## config.mk

```make
export PLATFORM = sky130hd
export DESIGN_NAME = pid_fixed_point_antiwindup_core
export DESIGN_NICKNAME = d
export VERILOG_FILES = /design/src/design/pidaw_pkg.sv /design/src/design/pidaw_mul.sv /design/src/design/pidaw_div.sv /design/src/design/pid_fixed_point_antiwindup_core.sv
export SDC_FILE = /design/constraint.sdc
export NUM_CORES = 2
export LEC_CHECK = 0
export BUFFER_PORTS_ARGS = -buffer_cell sky130_fd_sc_hd__clkbuf_2
export CAP_MARGIN = 40
export CORE_ASPECT_RATIO = 0.5
export CORE_UTILIZATION = 55
export CTS_CLUSTER_SIZE = 10
export DETAILED_ROUTE_END_ITERATION = 6
export PLACE_DENSITY = 0.78
export SLEW_MARGIN = 40
export SYNTH_ARGS = -nofsm -noshare
export SYNTH_HDL_FRONTEND = slang
export SYNTH_SLANG_ARGS = --single-unit
```

## constraint.sdc

```tcl
create_clock -name clk -period 11.08 [get_ports clk]
set_input_delay 1.662 -clock clk [delete_from_list [all_inputs] [get_ports clk]]
set_output_delay 1.662 -clock clk [all_outputs]
set_load 0.005 [all_outputs]
```

## src/design/pidaw_pkg.sv

```systemverilog
package pidaw_pkg;

    localparam int FRAC_SHIFT_DEFAULT = 10;

    localparam int DATA_W  = 16;
    localparam int ERR_W   = 17;
    localparam int GAIN_W  = 20;
    localparam int WORD_W  = 32;
    localparam int BOUND_W = 31;
    localparam int CFG_IDX_W  = 3;
    localparam int CFG_DATA_W = 32;

    localparam int DIV_STEPS = WORD_W;
    localparam int DIV_CNT_W = $clog2(DIV_STEPS);

    localparam logic [CFG_IDX_W-1:0] CFG_MODE       = 3'd0;
    localparam logic [CFG_IDX_W-1:0] CFG_GAIN_P     = 3'd1;
    localparam logic [CFG_IDX_W-1:0] CFG_GAIN_I     = 3'd2;
    localparam logic [CFG_IDX_W-1:0] CFG_GAIN_D     = 3'd3;
    localparam logic [CFG_IDX_W-1:0] CFG_LIMIT_HIGH = 3'd4;
    localparam logic [CFG_IDX_W-1:0] CFG_LIMIT_LOW  = 3'd5;
    localparam logic [CFG_IDX_W-1:0] CFG_BOUND      = 3'd6;

    localparam logic FUNC_STEP  = 1'b0;
    localparam logic FUNC_CLEAR = 1'b1;

    localparam logic MODE_POSITIONAL  = 1'b0;
    localparam logic MODE_INCREMENTAL = 1'b1;

    typedef enum logic [4:0] {
        ST_IDLE,
        ST_P_ADD,
        ST_P_BOUND,
        ST_P_MUL0,
        ST_P_MUL1,
        ST_P_MUL2,
        ST_P_MUL3,
        ST_P_SHIFT,
        ST_P_SAT,
        ST_P_NUM,
        ST_P_START,
        ST_P_DIV,
        ST_P_LIM,
        ST_I_MUL0,
        ST_I_MUL1,
        ST_I_MUL2,
        ST_I_MUL3,
        ST_I_SUM,
        ST_CLAMP,
        ST_DONE
    } state_t;

    typedef struct packed {
        logic busy;
        logic done;
    } div_status_t;

endpackage

```

## src/design/pidaw_mul.sv

```systemverilog
module pidaw_mul
    import pidaw_pkg::*;
(
    input  logic                     clk,
    input  logic [GAIN_W-1:0]        gain,
    input  logic signed [WORD_W-1:0] operand,
    output logic signed [WORD_W-1:0] product
);

    logic signed [GAIN_W:0]          gain_s;
    logic signed [GAIN_W+WORD_W:0]   full;
    logic signed [WORD_W-1:0]        product_reg;

    // Only the low word is kept, so the product wraps like 32-bit C arithmetic.
    assign gain_s = $signed({1'b0, gain});
    assign full   = gain_s * operand;

    always_ff @(posedge clk)
    begin
        product_reg <= full[WORD_W-1:0];
    end

    assign product = product_reg;

endmodule

```

## src/design/pidaw_div.sv

```systemverilog
module pidaw_div
    import pidaw_pkg::*;
(
    input  logic                     clk,
    input  logic                     rst_n,
    input  logic                     start,
    input  logic signed [WORD_W-1:0] dividend,
    input  logic [GAIN_W-1:0]        divisor,
    output logic signed [WORD_W-1:0] quotient,
    output div_status_t              status
);

    logic                 busy_reg, busy_next;
    logic                 done_reg, done_next;
    logic [DIV_CNT_W-1:0] cnt_reg, cnt_next;
    logic                 neg_reg, neg_next;
    logic [GAIN_W-1:0]    rem_reg, rem_next;
    logic [WORD_W-1:0]    quo_reg, quo_next;

    logic [GAIN_W:0]      shifted;
    logic [GAIN_W:0]      trial;
    logic                 fits;

    assign shifted = {rem_reg, quo_reg[WORD_W-1]};
    assign fits    = shifted >= {1'b0, divisor};
    assign trial   = shifted - {1'b0, divisor};

    always_comb
    begin
        busy_next = busy_reg;
        done_next = 1'b0;
        cnt_next  = cnt_reg;
        neg_next  = neg_reg;
        rem_next  = rem_reg;
        quo_next  = quo_reg;
        if (start)
        begin
            // Work on the magnitude; the sign goes back on at the end so the
            // quotient truncates toward zero.
            busy_next = 1'b1;
            cnt_next  = '0;
            neg_next  = dividend[WORD_W-1];
            rem_next  = '0;
            quo_next  = dividend[WORD_W-1] ? WORD_W'(-dividend) : WORD_W'(dividend);
        end
        else if (busy_reg)
        begin
            rem_next = fits ? trial[GAIN_W-1:0] : shifted[GAIN_W-1:0];
            quo_next = {quo_reg[WORD_W-2:0], fits};
            cnt_next = cnt_reg + 1'b1;
            if (cnt_reg == DIV_CNT_W'(DIV_STEPS - 1))
            begin
                busy_next = 1'b0;
                done_next = 1'b1;
            end
        end
    end

    always_ff @(posedge clk or negedge rst_n)
    begin
        if (!rst_n)
        begin
            busy_reg <= 1'b0;
            done_reg <= 1'b0;
            cnt_reg  <= '0;
        end
        else
        begin
            busy_reg <= busy_next;
            done_reg <= done_next;
            cnt_reg  <= cnt_next;
        end
    end

    always_ff @(posedge clk)
    begin
        neg_reg <= neg_next;
        rem_reg <= rem_next;
        quo_reg <= quo_next;
    end

    assign quotient    = neg_reg ? $signed(-quo_reg) : $signed(quo_reg);
    assign status.busy = busy_reg;
    assign status.done = done_reg;

endmodule

```

## src/design/pid_fixed_point_antiwindup_core.sv

```systemverilog
// Fixed-point PID controller with anti-windup, positional or incremental.
// Input channel (in_valid/in_ready) carries func, setpoint and measured; a
// func of one clears the loop state and returns a drive of zero. Output
// channel (out_valid/out_ready) carries the clamped drive, one per input.
// Configuration channel (cfg_valid/cfg_ready, cfg_index, cfg_data) is always
// ready and must only be written while no transaction is in flight.
// One shared multiplier computes the three gain products one after another,
// and a radix-2 serial divider back-calculates the integral limit.
// A clear goes straight to the output; incremental mode runs the three gain
// products and their sum; positional mode also accumulates and bounds the
// integral and, when the output saturates with a nonzero integral gain,
// waits for the divider. One item is in work at a time; in_ready rises
// again in the cycle the result is loaded.
// The result sits in an output register, so the next item can be accepted
// while out_ready is low; a further result waits until that one is taken.
// Reset clears the loop state and restores the register defaults (zero
// gains, full 16-bit output range, maximum integral bound, positional).
module pid_fixed_point_antiwindup_core
    import pidaw_pkg::*;
#(
    parameter int FRAC_SHIFT = FRAC_SHIFT_DEFAULT
)
(
    input  logic                     clk,
    input  logic                     rst_n,
    input  logic                     in_valid,
    output logic                     in_ready,
    input  logic                     func,
    input  logic signed [DATA_W-1:0] setpoint,
    input  logic signed [DATA_W-1:0] measured,
    output logic                     out_valid,
    input  logic                     out_ready,
    output logic signed [DATA_W-1:0] drive,
    input  logic                     cfg_valid,
    output logic                     cfg_ready,
    input  logic [CFG_IDX_W-1:0]     cfg_index,
    input  logic [CFG_DATA_W-1:0]    cfg_data
);

    state_t state_reg, state_next;

    logic                     mode_reg;
    logic [GAIN_W-1:0]        gain_p_reg, gain_i_reg, gain_d_reg;
    logic signed [DATA_W-1:0] limit_high_reg, limit_low_reg;
    logic [BOUND_W-1:0]       bound_reg;

    logic signed [WORD_W-1:0] acc_reg, acc_next;
    logic signed [ERR_W-1:0]  prior_err_reg, prior_err_next;
    logic signed [ERR_W-1:0]  older_err_reg, older_err_next;
    logic signed [DATA_W-1:0] run_out_reg, run_out_next;

    logic signed [ERR_W-1:0]  err_reg, err_next;
    logic signed [WORD_W-1:0] sum_reg, sum_next;
    logic signed [WORD_W-1:0] pt_reg, pt_next;
    logic signed [WORD_W-1:0] dt_reg, dt_next;
    logic signed [WORD_W-1:0] res_reg, res_next;
    logic signed [WORD_W-1:0] num_reg, num_next;
    logic                     sat_high_reg, sat_high_next;
    logic                     out_valid_reg, out_valid_next;
    logic signed [DATA_W-1:0] drive_reg, drive_next;

    logic [GAIN_W-1:0]        mul_gain;
    logic signed [WORD_W-1:0] mul_operand;
    logic signed [WORD_W-1:0] mul_product;
    logic                     div_start;
    logic signed [WORD_W-1:0] div_quotient;
    div_status_t              div_status;

    logic                     in_fire;
    logic                     out_load;
    logic signed [WORD_W-1:0] err_w, diff_w, idiff_w;
    logic signed [ERR_W:0]    diff1;
    logic signed [ERR_W+2:0]  diff2;
    logic signed [WORD_W-1:0] limit_high_w, limit_low_w;
    logic signed [WORD_W-1:0] limit_high_sh, limit_low_sh;
    logic signed [WORD_W-1:0] bound_w;
    logic signed [WORD_W-1:0] shifted_sum;
    logic signed [WORD_W-1:0] clamped;

    assign in_ready  = (state_reg == ST_IDLE);
    assign in_fire   = in_valid && in_ready;
    assign out_load  = !out_valid_reg || out_ready;
    assign cfg_ready = 1'b1;
    assign out_valid = out_valid_reg;
    assign drive     = drive_reg;

    assign err_w        = WORD_W'(err_reg);
    assign diff1        = (ERR_W+1)'(err_reg) - (ERR_W+1)'(prior_err_reg);
    assign diff_w       = WORD_W'(diff1);
    assign diff2        = err_reg - (prior_err_reg <<< 1) + older_err_reg;
    assign idiff_w      = WORD_W'(diff2);
    assign limit_high_w = WORD_W'(limit_high_reg);
    assign limit_low_w  = WORD_W'(limit_low_reg);
    assign limit_high_sh = limit_high_w <<< FRAC_SHIFT;
    assign limit_low_sh  = limit_low_w <<< FRAC_SHIFT;
    assign bound_w      = $signed({1'b0, bound_reg});
    assign shifted_sum  = sum_reg >>> FRAC_SHIFT;

    always_comb
    begin
        if (res_reg > limit_high_w)
            clamped = limit_high_w;
        else if (res_reg < limit_low_w)
            clamped = limit_low_w;
        else
            clamped = res_reg;
    end

    pidaw_mul u_mul (
        .clk     (clk),
        .gain    (mul_gain),
        .operand (mul_operand),
        .product (mul_product)
    );

    pidaw_div u_div (
        .clk      (clk),
        .rst_n    (rst_n),
        .start    (div_start),
        .dividend (num_reg),
        .divisor  (gain_i_reg),
        .quotient (div_quotient),
        .status   (div_status)
    );

    always_ff @(posedge clk or negedge rst_n)
    begin
        if (!rst_n)
        begin
            mode_reg       <= MODE_POSITIONAL;
            gain_p_reg     <= '0;
            gain_i_reg     <= '0;
            gain_d_reg     <= '0;
            limit_high_reg <= 16'sh7FFF;
            limit_low_reg  <= -16'sh8000;
            bound_reg      <= '1;
        end
        else if (cfg_valid && cfg_ready)
        begin
            unique case (cfg_index)
                CFG_MODE:       mode_reg       <= cfg_data[0];
                CFG_GAIN_P:     gain_p_reg     <= cfg_data[GAIN_W-1:0];
                CFG_GAIN_I:     gain_i_reg     <= cfg_data[GAIN_W-1:0];
                CFG_GAIN_D:     gain_d_reg     <= cfg_data[GAIN_W-1:0];
                CFG_LIMIT_HIGH: limit_high_reg <= $signed(cfg_data[DATA_W-1:0]);
                CFG_LIMIT_LOW:  limit_low_reg  <= $signed(cfg_data[DATA_W-1:0]);
                CFG_BOUND:      bound_reg      <= cfg_data[BOUND_W-1:0];
                default:        ;
            endcase
        end
    end

    always_comb
    begin
        state_next = state_reg;
        unique case (state_reg)
            ST_IDLE:
            begin
                if (in_fire)
                begin
                    if (func == FUNC_CLEAR)
                        state_next = ST_DONE;
                    else if (mode_reg == MODE_INCREMENTAL)
                        state_next = ST_I_MUL0;
                    else
                        state_next = ST_P_ADD;
                end
            end
            ST_P_ADD:   state_next = ST_P_BOUND;
            ST_P_BOUND: state_next = ST_P_MUL0;
            ST_P_MUL0:  state_next = ST_P_MUL1;
            ST_P_MUL1:  state_next = ST_P_MUL2;
            ST_P_MUL2:  state_next = ST_P_MUL3;
            ST_P_MUL3:  state_next = ST_P_SHIFT;
            ST_P_SHIFT: state_next = ST_P_SAT;
            ST_P_SAT:
            begin
                if (gain_i_reg != '0 && (res_reg > limit_high_w || res_reg < limit_low_w))
                    state_next = ST_P_NUM;
                else
                    state_next = ST_CLAMP;
            end
            ST_P_NUM:   state_next = ST_P_START;
            ST_P_START: state_next = ST_P_DIV;
            ST_P_DIV:
            begin
                if (div_status.done)
                    state_next = ST_P_LIM;
            end
            ST_P_LIM:   state_next = ST_CLAMP;
            ST_I_MUL0:  state_next = ST_I_MUL1;
            ST_I_MUL1:  state_next = ST_I_MUL2;
            ST_I_MUL2:  state_next = ST_I_MUL3;
            ST_I_MUL3:  state_next = ST_I_SUM;
            ST_I_SUM:   state_next = ST_CLAMP;
            ST_CLAMP:   state_next = ST_DONE;
            ST_DONE:
            begin
                if (out_load)
                    state_next = ST_IDLE;
            end
            default:    state_next = ST_IDLE;
        endcase
    end

    // Multiplier operand selection and divider start.
    always_comb
    begin
        mul_gain    = '0;
        mul_operand = '0;
        div_start   = 1'b0;
        unique case (state_reg)
            ST_P_MUL0:
            begin
                mul_gain    = gain_p_reg;
                mul_operand = err_w;
            end
            ST_P_MUL1:
            begin
                mul_gain    = gain_i_reg;
                mul_operand = acc_reg;
            end
            ST_P_MUL2:
            begin
                mul_gain    = gain_d_reg;
                mul_operand = diff_w;
            end
            ST_I_MUL0:
            begin
                mul_gain    = gain_p_reg;
                mul_operand = diff_w;
            end
            ST_I_MUL1:
            begin
                mul_gain    = gain_i_reg;
                mul_operand = err_w;
            end
            ST_I_MUL2:
            begin
                mul_gain    = gain_d_reg;
                mul_operand = idiff_w;
            end
            ST_P_START: div_start = 1'b1;
            default:    ;
        endcase
    end

    always_comb
    begin
        acc_next       = acc_reg;
        prior_err_next = prior_err_reg;
        older_err_next = older_err_reg;
        run_out_next   = run_out_reg;
        err_next       = err_reg;
        sum_next       = sum_reg;
        pt_next        = pt_reg;
        dt_next        = dt_reg;
        res_next       = res_reg;
        num_next       = num_reg;
        sat_high_next  = sat_high_reg;
        out_valid_next = out_valid_reg && !out_ready;
        drive_next     = drive_reg;
        unique case (state_reg)
            ST_IDLE:
            begin
                if (in_fire)
                begin
                    err_next = ERR_W'(setpoint) - ERR_W'(measured);
                    if (func == FUNC_CLEAR)
                    begin
                        acc_next       = '0;
                        prior_err_next = '0;
                        older_err_next = '0;
                        run_out_next   = '0;
                        res_next       = '0;
                    end
                end
            end
            ST_P_ADD:   acc_next = acc_reg + err_w;
            ST_P_BOUND:
            begin
                if (acc_reg > bound_w)
                    acc_next = bound_w;
                else if (acc_reg < -bound_w)
                    acc_next = -bound_w;
            end
            ST_P_MUL1:
            begin
                pt_next  = mul_product;
                sum_next = mul_product;
            end
            ST_P_MUL2:  sum_next = sum_reg + mul_product;
            ST_P_MUL3:
            begin
                dt_next  = mul_product;
                sum_next = sum_reg + mul_product;
            end
            ST_P_SHIFT: res_next = shifted_sum;
            ST_P_SAT:
            begin
                // The upper limit is checked first, which also settles
                // inverted limits.
                sat_high_next = res_reg > limit_high_w;
                num_next = (res_reg > limit_high_w) ? limit_high_sh - pt_reg
                                                    : limit_low_sh - pt_reg;
            end
            ST_P_NUM:   num_next = num_reg - dt_reg;
            ST_P_LIM:
            begin
                if (sat_high_reg)
                begin
                    if (acc_reg > div_quotient && div_quotient > 0)
                        acc_next = div_quotient;
                    res_next = limit_high_w;
                end
                else
                begin
                    if (acc_reg < div_quotient && div_quotient < 0)
                        acc_next = div_quotient;
                    res_next = limit_low_w;
                end
            end
            ST_I_MUL1:  sum_next = mul_product;
            ST_I_MUL2:  sum_next = sum_reg + mul_product;
            ST_I_MUL3:  sum_next = sum_reg + mul_product;
            ST_I_SUM:   res_next = WORD_W'(run_out_reg) + shifted_sum;
            ST_CLAMP:
            begin
                res_next       = clamped;
                prior_err_next = err_reg;
                if (mode_reg == MODE_INCREMENTAL)
                begin
                    older_err_next = prior_err_reg;
                    run_out_next   = clamped[DATA_W-1:0];
                end
            end
            ST_DONE:
            begin
                if (out_load)
                begin
                    out_valid_next = 1'b1;
                    drive_next     = res_reg[DATA_W-1:0];
                end
            end
            default:    ;
        endcase
    end

    always_ff @(posedge clk or negedge rst_n)
    begin
        if (!rst_n)
        begin
            state_reg     <= ST_IDLE;
            out_valid_reg <= 1'b0;
            acc_reg       <= '0;
            prior_err_reg <= '0;
            older_err_reg <= '0;
            run_out_reg   <= '0;
        end
        else
        begin
            state_reg     <= state_next;
            out_valid_reg <= out_valid_next;
            acc_reg       <= acc_next;
            prior_err_reg <= prior_err_next;
            older_err_reg <= older_err_next;
            run_out_reg   <= run_out_next;
        end
    end

    always_ff @(posedge clk)
    begin
        err_reg      <= err_next;
        sum_reg      <= sum_next;
        pt_reg       <= pt_next;
        dt_reg       <= dt_next;
        res_reg      <= res_next;
        num_reg      <= num_next;
        sat_high_reg <= sat_high_next;
        drive_reg    <= drive_next;
    end

endmodule
```

==> flow_summary.json <==
{
  "status": "complete, but fails checks",
  "violations": "design-rule violations",
  "setup.worst_path.end": "u_mul.product[31]$_DFF_P_",
  "power_frac_clock_pct": 13.0,
  "dp_hpwl_um": 122600,
  "startpoint": "err_reg[4]$_DFFE_PP_",
  "synth_cell_type_count": 96,
  "drtIter0Drc": 4679,
  "finalClockSkew_ns": 0.03362,
  "slew_headroom_pct": 37.70,
  "cts_tree": "done",
  "fill_cells": 7444,
  "clock_path_buffers": 3,
  "setup_violations": 0,
  "rr_startpoint": "err_reg[4]$_DFFE_PP_",
  "avgRoutedWirePerCell_um": 23.49,
  "p_total_mw": 13.58,
  "synth_warnings": 0,
  "ctsHoldBuffers": 0,
  "p_per_area_nw_per_um2": 254.4,
  "yosysTopAreaCellShare_pct": 15.21,
  "path_class": "register to register",
  "die_h_um": 214.4,
  "numCtsBuffers": 56,
  "cts.sinks": 489,
  "cpMaxStageDelayCell": "nand3_1",
  "htreeDepth": 2,
  "pwr-share-comb_pct": 62.0,
  "path_max_fanout": 9,
  "routabilityCongestion": 1.010,
  "power_switching_mw": 6.789,
  "layout-drive-gt1-share_pct": 8.944,
  "portBuffers": 89,
  "endpoint_kind": "register",
  "synthCells": 5492,
  "r2r_cells": 29,
  "vdd_drop_max_uv": 174.0,
  "tns_ns": 0,
  "slowest_delay_ns": 0.72,
  "p_int_mw": 6.791,
  "die-area_sq_um": 91490,
  "core_area_sq_um": 88830,
  "grt_max_degree": 84,
  "fmax_ghz": 0.09452,
  "antenna_found_initial": 13,
  "yosysSeqAreaShare_pct": 26.46,
  "drt-total-wl_um": 159000,
  "grt-ovfl-total": 0,
  "drv_slew": 0,
  "p_seq_share_pct": 24.9,
  "num_rows": 77,
  "cpMostUsedCell": "fa_1",
  "hold_viol": 0,
  "period_minus_slack_ns": 10.58,
  "die_w_um": 426.8,
  "ys_seq_elements": 489,
  "ys_async_sr_fraction_pct": 44.79,
  "ios": 92,
  "start_util_pct": 55.86,
  "sw_frac_of_total_pct": 50.00,
  "route.detailed.drc": 8,
  "ys.flop_type": "edfxtp_1",
  "via_count": 42170,
  "final_net_count": 6428,
  "viasPerCell": 6.230,
  "ant_nets": 0,
  "cap_viol_max_count": 0,
  "cp.required_ns": 11.60,
  "grt_usage_pct": 34.80,
  "firstDrtPassIters": 7,
  "worst_r2r_endpoint": "u_mul.product[31]$_DFF_P_",
  "synth_nets": 6387,
  "area_delta_synth_final_pct": 7.598,
  "grt_pass1_vias": 41850,
  "cts_setup_buffers": 0,
  "startpoint_type": "register",
  "clk_pin_slew_ns": 0.06,
  "holdWs_ns": 0.4764,
  "synth_area_leader_cell": "fa_1",
  "power_leakage_nw": 24.24,
  "syn_area_per_cell_sq_um": 9.034,
  "holdCritPathClass": "register to register",
  "clk_latency_ns": 0.65,
  "grt_pass1_wl_um": 244400,
  "finalCritPeriodShare_pct": 95.49,
  "synth-edff-count": 218,
  "worstPathArrival_ns": 11.10,
  "r2r_slack_ns": 0.50,
  "synthTopCellsByArea": "fa_1 (15%), edfxtp_1 (13%), ha_1 (11%), dfrtp_1 (8.7%), inv_1 (5.6%)",
  "tightest_slew_ns": 0.9247,
  "rsz0062_at_grt": "no",
  "cts_root_buf": "clkbuf_16",
  "syn_area_sq_um": 49620,
  "post_cts_resized": 0
}
[metrics by stage]
stage	instance area (sq um)	std cells	setup WS, ns	utilization (%)
floorplan	49620	5492	1.942	-
global placement	51500	6653	0.9086	57.98
detailed placement	51680	6660	0.7124	58.18
CTS	53340	6764	0.6955	60.05
global route	53380	6766	0.06982	60.09
finish	53390	6769	0.5001	60.10
[synthesized netlist by cell type (all sizes together) (26+ instances only)]
cell / number
inv: 743
nand2: 667
ha: 445
fa: 377
o21ai: 374
nor2: 326
a21oi: 244
edfxtp: 218
xnor2: 207
dfrtp: 172
clkbuf: 167
mux2: 125
xor2: 115
a21o: 114
mux2i: 77
nor3: 71
nand3: 67
nand2b: 59
nor2b: 57
o31ai: 56
and2: 55
dfxtp: 52
nand4: 51
dfstp: 47
o21a: 46
o21bai: 45
a31oi: 42
or3: 34
buf: 30
o211ai: 30
a211oi: 27
nor4: 26
[layer usage]
metal,vias to the layer above,share of wire [%],GRT usage [%]
li1,18840,-,-
met1,20740,41,48.00
met2,2136,43,52.04
met3,451,12,8.489
met4,2,4.9,15.10
met5,-,0.0082,0
[worst min-delay path by stage]
| stage | from | endpoint | depth (start not counted) |
|---|---|---|---|
| floorplan | u_mul.product[31]$_DFF_P_ | dt_reg[31]$_DFFE_PP_ | 0 |
| global placement | older_err_reg[12]$_DFFE_PN0P_ | older_err_reg[12]$_DFFE_PN0P_ | 2 |
| detailed placement | older_err_reg[4]$_DFFE_PN0P_ | older_err_reg[4]$_DFFE_PN0P_ | 2 |
| CTS | older_err_reg[4]$_DFFE_PN0P_ | older_err_reg[4]$_DFFE_PN0P_ | 2 |
| global route | older_err_reg[2]$_DFFE_PN0P_ | older_err_reg[2]$_DFFE_PN0P_ | 2 |
| finish | older_err_reg[5]$_DFFE_PN0P_ | older_err_reg[5]$_DFFE_PN0P_ | 2 |
[layout by cell type (no fill, tap or decap), types with 44 or more instances in the layout]
master | Yosys | layout
nand2_1 | 667 | 664
nand3_1 | 65 | 63
o31ai_1 | 55 | 55
xnor2_1 | 207 | 207
dfrtp_1 | 172 | 170
nor2_1 | 325 | 322
clkbuf_16 | 0 | 56
o21bai_1 | 44 | 44
xor2_1 | 115 | 115
inv_1 | 742 | 741
a21oi_1 | 244 | 243
a21o_1 | 114 | 113
mux2_2 | 125 | 125
o21ai_0 | 358 | 347
and2_1 | 54 | 54
clkbuf_2 | 0 | 88
mux2i_1 | 77 | 76
ha_1 | 445 | 445
edfxtp_1 | 218 | 218
nand4_1 | 51 | 51
nor2b_1 | 57 | 57
buf_4 | 4 | 86
nor3_1 | 69 | 60
nand2b_1 | 58 | 57
dfstp_2 | 47 | 47
fa_1 | 377 | 377
dfxtp_1 | 52 | 52
[logic make-up (layout without fill, tap and decap cells)]
family	Yosys count	count (layout)	synth area share, %
other cells	1	6	0.007558
flops	489	489	26.46
buf+inv	944	1031	7.391
fa+ha+maj	822	822	26.43
compound gates	1202	1202	15.53
simple gates	1505	1505	13.88
xor+xnor	327	327	5.914
mux	202	202	4.390
[worst max-delay path, delay by kind of cell, from the launching register on]
| family | cells | cell delay [ns] |
|---|---|---|
| flops | 1 | 0.48 |
| buf+inv | 4 | 0.33 |
| mux | 1 | 0.10 |
| simple gates | 3 | 1.63 |
| xor+xnor | 8 | 2.48 |
| fa+ha+maj | 9 | 4.12 |
| compound gates | 4 | 1.32 |
[power by group through the flow]
stage	registers, mW	clock network, mW	logic [mW]
final	3.39	1.77	8.42
after global routing	3.43	1.85	9.19
after CTS	3.34	1.78	8.22
after detailed placement	3.37	0	8.14
after global placement	3.35	0	7.84
after floorplan	2.99	0	5.89
[cell type report]
class / instances / area, sq um / share of cell area [%]
multi-input cells: 4059 / 33100 / 62.00
flip-flops and latches: 489 / 13130 / 24.59
inverters: 744 / 2793 / 5.231
clock buffers: 99 / 1573 / 2.946
well taps: 1185 / 1483 / 2.777
repair buffers: 183 / 1206 / 2.259
clock inverters: 5 / 88.84 / 0.1664
diodes: 5 / 12.51 / 0.02344
Note: power is estimated with default switching activity, not from simulation.
